==> config.mk <==
export PLATFORM = sky130hd
export DESIGN_NAME = kwm_list_table
export DESIGN_NICKNAME = d
export VERILOG_FILES = /design/src/kwm_list_table.sv
export SDC_FILE = /design/constraint.sdc
export NUM_CORES = 1
export LEC_CHECK = 0
export BUFFER_PORTS_ARGS = -buffer_cell sky130_fd_sc_hd__clkbuf_2
export CAP_MARGIN = 10
export CORE_MARGIN = 2
export CORE_UTILIZATION = 37
export CTS_CLUSTER_DIAMETER = 60
export DETAILED_ROUTE_END_ITERATION = 6
export SYNTH_ARGS = -nofsm -noshare
export SYNTH_HDL_FRONTEND = slang
export SYNTH_SLANG_ARGS = --single-unit
==> constraint.sdc <==
create_clock -name i_clk -period 8 [get_ports i_clk]
set_clock_uncertainty 0.15 [all_clocks]
set_input_delay 0 -clock i_clk [delete_from_list [all_inputs] [get_ports i_clk]]
set_output_delay 0 -clock i_clk [all_outputs]
set_load 0.05 [all_outputs]
==> src/kwm_list_table.sv <==
// Per-list state table (head value, pointers, fill count). A valid bit per
// entry, cleared by reset, makes a never-written entry read back as zero.
module kwm_list_table #(
    parameter int ENTRIES = 8,
    parameter int WIDTH   = 51,
    parameter int ADDR_W  = 3
) (
    input  logic              i_clk,
    input  logic              i_rst_n,
    input  logic              i_wr_en,
    input  logic [ADDR_W-1:0] i_wr_addr,
    input  logic [WIDTH-1:0]  i_wr_data,
    input  logic              i_rd_en,
    input  logic [ADDR_W-1:0] i_rd_addr,
    output logic [WIDTH-1:0]  o_rd_data
);

    logic [WIDTH-1:0]   r_mem [ENTRIES];
    logic [ENTRIES-1:0] r_valid;
    logic [WIDTH-1:0]   r_rd_data;
    logic               r_rd_valid;

    // Storage and read data.
    always_ff @(posedge i_clk) begin
        if (i_wr_en) begin
            r_mem[i_wr_addr] <= i_wr_data;
        end
        if (i_rd_en) begin
            r_rd_data <= r_mem[i_rd_addr];
        end
    end

    // Valid bits and the registered valid flag of the read.
    always_ff @(posedge i_clk) begin
        if (!i_rst_n) begin
            r_valid    <= '0;
            r_rd_valid <= 1'b0;
        end else begin
            if (i_wr_en) begin
                r_valid[i_wr_addr] <= 1'b1;
            end
            if (i_rd_en) begin
                r_rd_valid <= r_valid[i_rd_addr];
            end
        end
    end

    assign o_rd_data = r_rd_valid ? r_rd_data : '0;

endmodule

* Word level (Yosys, flattened, before mapping)
Memories as Yosys holds them, arrays and structs flattened. A register that Yosys moved wholly into a read port is not among the register bits.
Cells that the tools add are included.
** Storage, ports and cells
- Register bits :: 9
- Memory bits (writable) :: 408
- Bits of input ports :: 61
- Output and inout bits :: 51
- Logic and storage cells :: 15
- Memories :: 1
** Cells by class
- Magnitude comparators :: 3
- Muxes and demuxes :: 7
- Bitwise logic cells :: 1
- Reductions and logical operators :: 1
** Memory list
- r_mem :: depth 8, bits a word 51, rd ports 1, clocked after Yosys merged registers in 1, wr ports 1, line 18 : logic [WIDTH-1:0] r_mem [ENTRIES];
** Operators with widths (count)
- 51-bit 2-to-1 mux :: 1
- 3-bit by 4-bit < comparator with 1-bit output, second input constant :: 2
- 8-bit bitwise OR :: 1
- 1-bit 2-to-1 mux :: 4
- 1-bit binary-select mux with 3-bit select :: 1
- 1-bit demux with 3-bit select :: 1
- 3-bit by 1-bit >= comparator with 1-bit output, second input constant :: 1
- 1-bit logical AND :: 1

* Logic depth before layout (Yosys ltp)
Gate-level depths: netlist of the first run.
- Depth in word-level cells :: 5
- Gate-level depth with buffers :: 6
- Depth with buffers taken out :: 3

* Worst setup path before layout of the first run
No wires, ideal clock.
- Path type :: input-to-reg
- Start :: in i_wr_addr[2]
- End :: mem r_mem[0][0] (enable)
- Library setup time :: 0.526 ns
- Arrival :: 3.709 ns
- Required time :: 7.324 ns
- Path slack :: 3.615 ns
- Stages :: 2
- Buffers on the path :: 0
- Path through :: nand2b_1 > nor3_1
** RTL lines
- from (decl) :: line 11 : input logic [ADDR_W-1:0] i_wr_addr,
- to (decl) :: line 18
No word-level cell before the write port.

* Final worst setup path of the first run
- Start :: reg r_rd_valid
- End :: out o_rd_data[13]
** On the way
- Word-level cells in the longest chain between the ends :: 1
** Ends and longest elaborated chain
- from (decl) :: line 21 : logic r_rd_valid;
- from (signal assigned) :: line 43 : r_rd_valid <= r_valid[i_rd_addr];
- 51-bit 2-to-1 mux :: line 48 : assign o_rd_data = r_rd_valid ? r_rd_data : '0;
- to (decl) :: line 15 : output logic [WIDTH-1:0] o_rd_data
Every way passes these cells.

==> results of run 1 <==
-- area by class of cell --
| type | count | area (sq um) |
|---|---|---|
| Tap cell | 607 | 759.5 |
| Clock inverter | 28 | 254.0 |
| Fill cell | 3963 | 25800 |
| Antenna cell | 2 | 5.005 |
| Multi-Input combinational cell | 232 | 3437 |
| Sequential cell | 468 | 13960 |
| Clock buffer | 58 | 1260 |
| Timing Repair Buffer | 174 | 1175 |
-- registers in the layout, indices dropped and copies added, names as in the netlist --
name	flops
r_rd_valid	1
r_valid	8
r_rd_data	51
r_mem	408
-- per-layer routing --
layer / global-route usage (%) / wire length [um] / vias to the layer above
met2: 24.51 / 17540 / 161
met5: 0 / 0 / -
met1: 19.40 / 15690 / 4203
li1: - / - / 3441
met4: 3.204 / 481 / 0
met3: 2.730 / 1563 / 39
-- metrics by stage --
stage	hold slack (ps)	power [mW]	area, sq um
4_1_cts	16.66	5.334	20850
5_1_grt	25.14	5.457	20860
3_5_place_dp	130.3	3.163	18820
2_1_floorplan	-59.77	3.055	17550
6_report	13.80	5.276	20860
3_3_place_gp	123.7	3.155	18820
-- worst max-delay path, delay by kind of cell (launching register included) --
family | cells | cell delay [ps]
buf+inv | 2 | 780
flops | 1 | 590
simple gates | 1 | 300
-- cell usage in the layout, fill, tap and decap left out, types with 5 or more instances in the layout --
| cell type | Yosys | final |
|---|---|---|
| bufinv_16 | 0 | 5 |
| dlygate4sd3_1 | 0 | 52 |
| clkinv_2 | 0 | 11 |
| edfxtp_1 | 459 | 459 |
| clkbuf_2 | 0 | 107 |
| mux2_2 | 51 | 51 |
| mux4_2 | 103 | 103 |
| dfxtp_1 | 9 | 8 |
| clkbuf_1 | 13 | 9 |
| clkbuf_16 | 0 | 49 |
| and2_1 | 51 | 51 |
| clkinv_1 | 0 | 11 |
| buf_4 | 0 | 14 |
| o21a_1 | 8 | 8 |
| nor2_4 | 0 | 6 |
-- kinds of logic (layout without fill, tap and decap cells) --
logic type | after synthesis | after routing | synth area share (%)
buffers and inverters | 35 | 260 | 1.155
AND/OR/NAND/NOR | 64 | 64 | 2.153
AO/OA/AOI/OAI | 10 | 10 | 0.3992
other | 0 | 2 | 0
flip-flops | 468 | 468 | 79.57
multiplexers | 158 | 158 | 16.72
-- power by group through the flow --
stage                     clock network [mW]  logic, mW  registers [mW]
after floorplan                            0      0.192            2.86
after global placement                     0      0.287            2.87
after detailed placement                   0      0.292            2.87
after CTS                               2.20      0.316            2.82
after global routing                    2.30      0.332            2.82
final                                   2.15      0.307            2.82
-- final timing paths --
check	cells past startpoint	slack (ps)	from	to
hold reg to reg	1	320	r_valid[4]	r_valid[4]
setup / recovery	3	5610	r_rd_valid	o_rd_data[13]
hold / removal	1	10	i_rd_en	r_rd_data[44]
setup reg to reg	3	6410	r_rd_valid	r_rd_valid
==> flow_summary.ini, run 1 <==
[outcome]
status = finished, violations left
violations = DRC

[worst_setup_path]
cp-end-kind = output pin
cpPeakStageDelay_ps = 590
worstPathCellList = buf_4 -> and2_1 -> clkbuf_2
cp.required_ps = 7850
start_kind = register
path_max_fanout = 31
critPathArrivalTime_ps = 2240
path_class = register to output pin
crit_slowest_cell = dfxtp_2

[global_routing]
grt_first_pass_wirelength_mm = 53.19
antenna_found_initial = 2
grt_pass1_vias = 8527
grt_start_max_net_pins = 72
track_usage_pct = 14.42
overflow = 0

[drt]
firstDrtPassIters = 6
vias = 7844
drc = 6
vias_per_cell = 4.999
ant_nets = 0
dr.first_iter.drc_count = 466
routed_wl_mm = 35.27
routedWlPerCell_um = 22.48

[yosys]
syn-cell-area_sq_um = 17550
yosys_warnings = 0
synth_edf_count = 459
syn_nets = 796
yosys.area.top_type = edfxtp_1
synth_top_area_share_pct = 78.55
synth.area.top_cells = edfxtp_1 79%, mux4_2 13%, mux2_2 3.3%, and2_1 1.8%, dfxtp_1 1.0%
avgSynthCellArea_sq_um = 23.87
async_reset_ff_share_pct = 0
synthCells = 735
synth_ff_type = edfxtp_1
synth_cell_types = 18
ys_ff_latch = 468
yosysMostFrequentCell = edfxtp_1
yosys-top-cells-count = 459 x edfxtp_1, 103 x mux4_2, 51 x and2_1, 51 x mux2_2, 13 x clkbuf_1
synth.yosys.seq_area_share_pct = 79.57

[timing]
timing.final.ws_setup_ps = 5613
tns_ps = 0
slew_viol_final = 0
rsz0062_at_grt = no
fin_crit_ps = 2387
final-hold-violation-count = 0
fin_crit_sh_pct = 29.84
max_slew_margin_pct = 29.28
tightest_slew_ps = 1061
setup_violations = 0
fmax_ghz = 0.4189

[die]
die_h_um = 221.8
chipWidth_um = 221.8
die_area_sq_um = 49180
start_util_pct = 37.61
coreArea_sq_um = 46650
row_count = 79
ioPinCount = 112

[pwr]
combPwrFrac_pct = 5.8
p_leak_nw = 6.857
powerDensity_nw_per_um2 = 253.0
swShare_pct = 20.34
p_switching_mw = 1.073
clkPwrFrac_pct = 40.8
pwr-share-seq_pct = 53.4
vdd_ir_drop_max_uv = 137.0
p_int_mw = 4.203

[clocking]
ctsRootBufferMaster = clkbuf_16
clock_path_buffers = 3
clk_latency_ps = 550
cts_resized = 0
numCtsBuffers = 47
ctsHoldBuffers = 52
cts_max_level = 2
cts.clk_slew.worst_paths_ps = 60
clkSinkCount = 468
cts_setup_buffers = 0
tritoncts = done

[placement]
dp_hpwl_mm = 16.70
dp_cells = 1429
place_congestion = 0.6573
io_buffer_count = 111
pre_cts_ws_ps = 5048

[flow_run]
maxCapViolations = 0

[final_layout]
synthToLayoutAreaGrowth_pct = 18.84
fin_nets = 984
drive_gt1_share_pct = 36.56
final_util_pct = 44.70
instances_no_fill = 1569

[hold_path]
hold_path.class = input port to register
No activity file was read; power rests on OpenSTA's default activity.
==> run 2: changes to the inputs <==
--- a/config.mk
+++ b/config.mk
@@ -5,6 +5,7 @@
 export SDC_FILE = /design/constraint.sdc
 export NUM_CORES = 1
 export LEC_CHECK = 0
+export ABC_AREA = 1
 export BUFFER_PORTS_ARGS = -buffer_cell sky130_fd_sc_hd__clkbuf_2
 export CAP_MARGIN = 10
 export CORE_MARGIN = 2
==> constraint.sdc (replaced) <==
create_clock -name i_clk -period 2.1 [get_ports i_clk]
set_clock_uncertainty 0.15 [all_clocks]
set_input_delay 0 -clock i_clk [delete_from_list [all_inputs] [get_ports i_clk]]
set_output_delay 0 -clock i_clk [all_outputs]
set_load 0.05 [all_outputs]
==> run 2 against run 1 <==
The run now ends clean. Clock-buffer cell count down 3. Global-route usage up 2.2 points. Critical path depth up 5. Design area up 3.2%. Sequential cell count unchanged. Routed wire length up 20%. Sequential share of layout area down 2.0 points. Largest cell class unchanged. Highest routed layer is now met5.
==> flow_summary.ini, run 2 <==
[outcome]
status = complete, no violations

[clocking]
numCtsBuffers = 44
ctsRootBufferMaster = clkbuf_16
cts_max_level = 2
tritoncts = done
clk_latency_ps = 550
cts.clk_slew.worst_paths_ps = 60
clock_path_buffers = 3
clkSinkCount = 468
cts_setup_buffers = 0

[global_routing]
grt_start_max_net_pins = 139
overflow = 0
grt_first_pass_wirelength_mm = 64.14
antenna_found_initial = 3
grt.met1_usage_pct = 21.87
grt_pass1_vias = 10965
busiest_layer = met2
track_usage_pct = 16.61
gr-usage-met3_pct = 2.542
met2_usage_pct = 28.55

[final_layout]
final_cell_mix = 459 x edfxtp_1, 223 x nor2_1, 216 x nand2_1
final_common_cell = edfxtp_1
regMostFlops = r_mem
reg_top3 = r_mem (408), r_rd_data (51), r_valid (8)
synthToLayoutAreaGrowth_pct = 18.98
largest_reg_flops = 408
final_util_pct = 44.32
drive_gt1_share_pct = 13.87
fin_nets = 1608

[drt]
ant_nets = 0
routed_wl_mm = 42.16
routedWlPerCell_um = 19.14
vias_per_cell = 5.077
firstDrtPassIters = 5
drc = 0
dr.first_iter.drc_count = 868
vias = 11185

[timing]
final-hold-violation-count = 0
fin_crit_sh_pct = 96.36
timing.final.ws_setup_ps = 76.47
max_slew_margin_pct = 46.80
tns_ps = 0
fmax_ghz = 0.4942
setup_violations = 0
rsz0062_at_grt = no
fin_crit_ps = 2024
tightest_slew_ps = 798.0
slew_viol_final = 0

[yosys]
synth_top_family_by_area = simple AND/OR/NAND/NOR gates
synth_ff_type = edfxtp_1
yosysMostFrequentCell = edfxtp_1
synth.yosys.seq_area_share_pct = 77.21
syn_nets = 1442
yosys_warnings = 0
ys_ff_latch = 468
synth_xor_xnor_area_share_pct = 0
async_reset_ff_share_pct = 0
yosys-top-cells-count = 459 x edfxtp_1, 231 x nor2_1, 216 x nand2_1
synthCells = 1381
synth_compound_area_share_pct = 9.229
avgSynthCellArea_sq_um = 13.10
synth_top_area_share_pct = 76.21
synth.area.mux_share_pct = 0
synth_cell_types = 19
synthAdderAreaFrac_pct = 0
yosys.area.top_type = edfxtp_1
syn-cell-area_sq_um = 18080
synth-simple-area-share_pct = 9.444
synth.area.top_cells = edfxtp_1 76%, nor2_1 4.8%, o21ai_0 4.8%, nand2_1 4.5%, o22ai_1 3.5%
synth_edf_count = 459

[placement]
io_buffer_count = 111
place_congestion = 0.7084
pre_cts_ws_ps = 449.6
dp_hpwl_mm = 21.01

[worst_setup_path]
path_max_fanout = 17
critPathArrivalTime_ps = 2120
start_kind = input port
path_class = input port to register
worstReg2RegEnd = r_rd_valid
cp.required_ps = 2190
r2r-start = r_rd_valid
r2r_cells = 4
rrSetupSlack_ps = 350
cp-end-kind = register

[hold_path]
hold_path.class = input port to register
hp-start = i_rd_addr[1]
whs_path_depth = 6
min_to = r_rd_data[17]

[die]
coreArea_sq_um = 48550
start_util_pct = 37.25
die_area_sq_um = 50660
row_count = 81
chipWidth_um = 225.1
die_h_um = 225.1
ioPinCount = 112

[flow_run]
maxCapViolations = 0

[pwr]
vdd_ir_drop_max_uv = 486.6
p_leak_nw = 7.809
powerDensity_nw_per_um2 = 929.7
run 2: cell count changes in the layout (fill, tap and decap cells not counted), sizes merged, moves of 7 or more:
cell,previous run,this run
dlygate4sd3,52,59
nand2,2,216
buf,14,38
mux2,51,0
o21a,8,0
nor2,6,231
inv,0,68
mux4,103,0
and2,51,0
o22ai,0,102
o21ai,1,205
run 2: final cells by class:
type | instances | area (sq um)
multi-input cells | 761 | 3437
clock inverters | 23 | 241.5
inverters | 68 | 261.5
well taps | 622 | 778.2
diodes | 2 | 5.005
flip-flops and latches | 468 | 13970
clock buffers | 55 | 1164
fillers | 4260 | 27030
repair buffers | 204 | 1663
run 2: logic make-up after synthesis:
logic type / Yosys count
buf+inv: 152
compound gates: 308
flops: 468
simple gates: 453
run 2: layer usage:
metal | routed length, um | vias up
met4 | 903 | 2
met1 | 18540 | 5575
met2 | 20670 | 279
met3 | 2034 | 64
met5 | 7 | -
li1 | - | 5265
run 2: what timing repair did:
item,CTS,global route
hold endpoints to repair,522,0
setup endpoints to repair,1,0
gates resized for setup,1,0
hold buffers,59,0
run 2: critical path: stages:
cell and delay (ps):
dlygate4sd3_1 530, clkbuf_2 130, inv_1 60, nor2_1 70, dlygate4sd3_1 540, inv_1 90
nor2_4 420, buf_12 240
run 2: per-stage QoR:
step | power, mW | hold WS, ps | instances | instance area, sq um
after global placement | 12.27 | 126.0 | 2064 | 19510
after floorplan | 11.76 | -56.54 | 1381 | 18090
after detailed placement | 12.30 | 133.0 | 2064 | 19510
final | 20.01 | 38.73 | 2203 | 21520
after CTS | 20.18 | 4.286 | 2201 | 21510
after global routing | 20.67 | 72.25 | 2203 | 21520
run 2: report_power, final:
part           internal [mW]  switching [mW]
sequential              10.6          0.0902
combinational          0.440            1.01
clock                   4.54            3.28
run 2: worst max path at each step:
stage,from,to,slack (ps),depth (start not counted)
after global placement,i_wr_addr[0],r_mem[1][22],460,4
after global routing,i_wr_addr[1],r_mem[2][3],0.3,8
final,i_wr_addr[1],r_mem[2][9],80,8
after detailed placement,i_wr_addr[0],r_mem[1][27],450,4
after floorplan,i_wr_addr[1],r_mem[2][0],-860,4
after CTS,i_wr_addr[1],r_mem[2][8],90,8
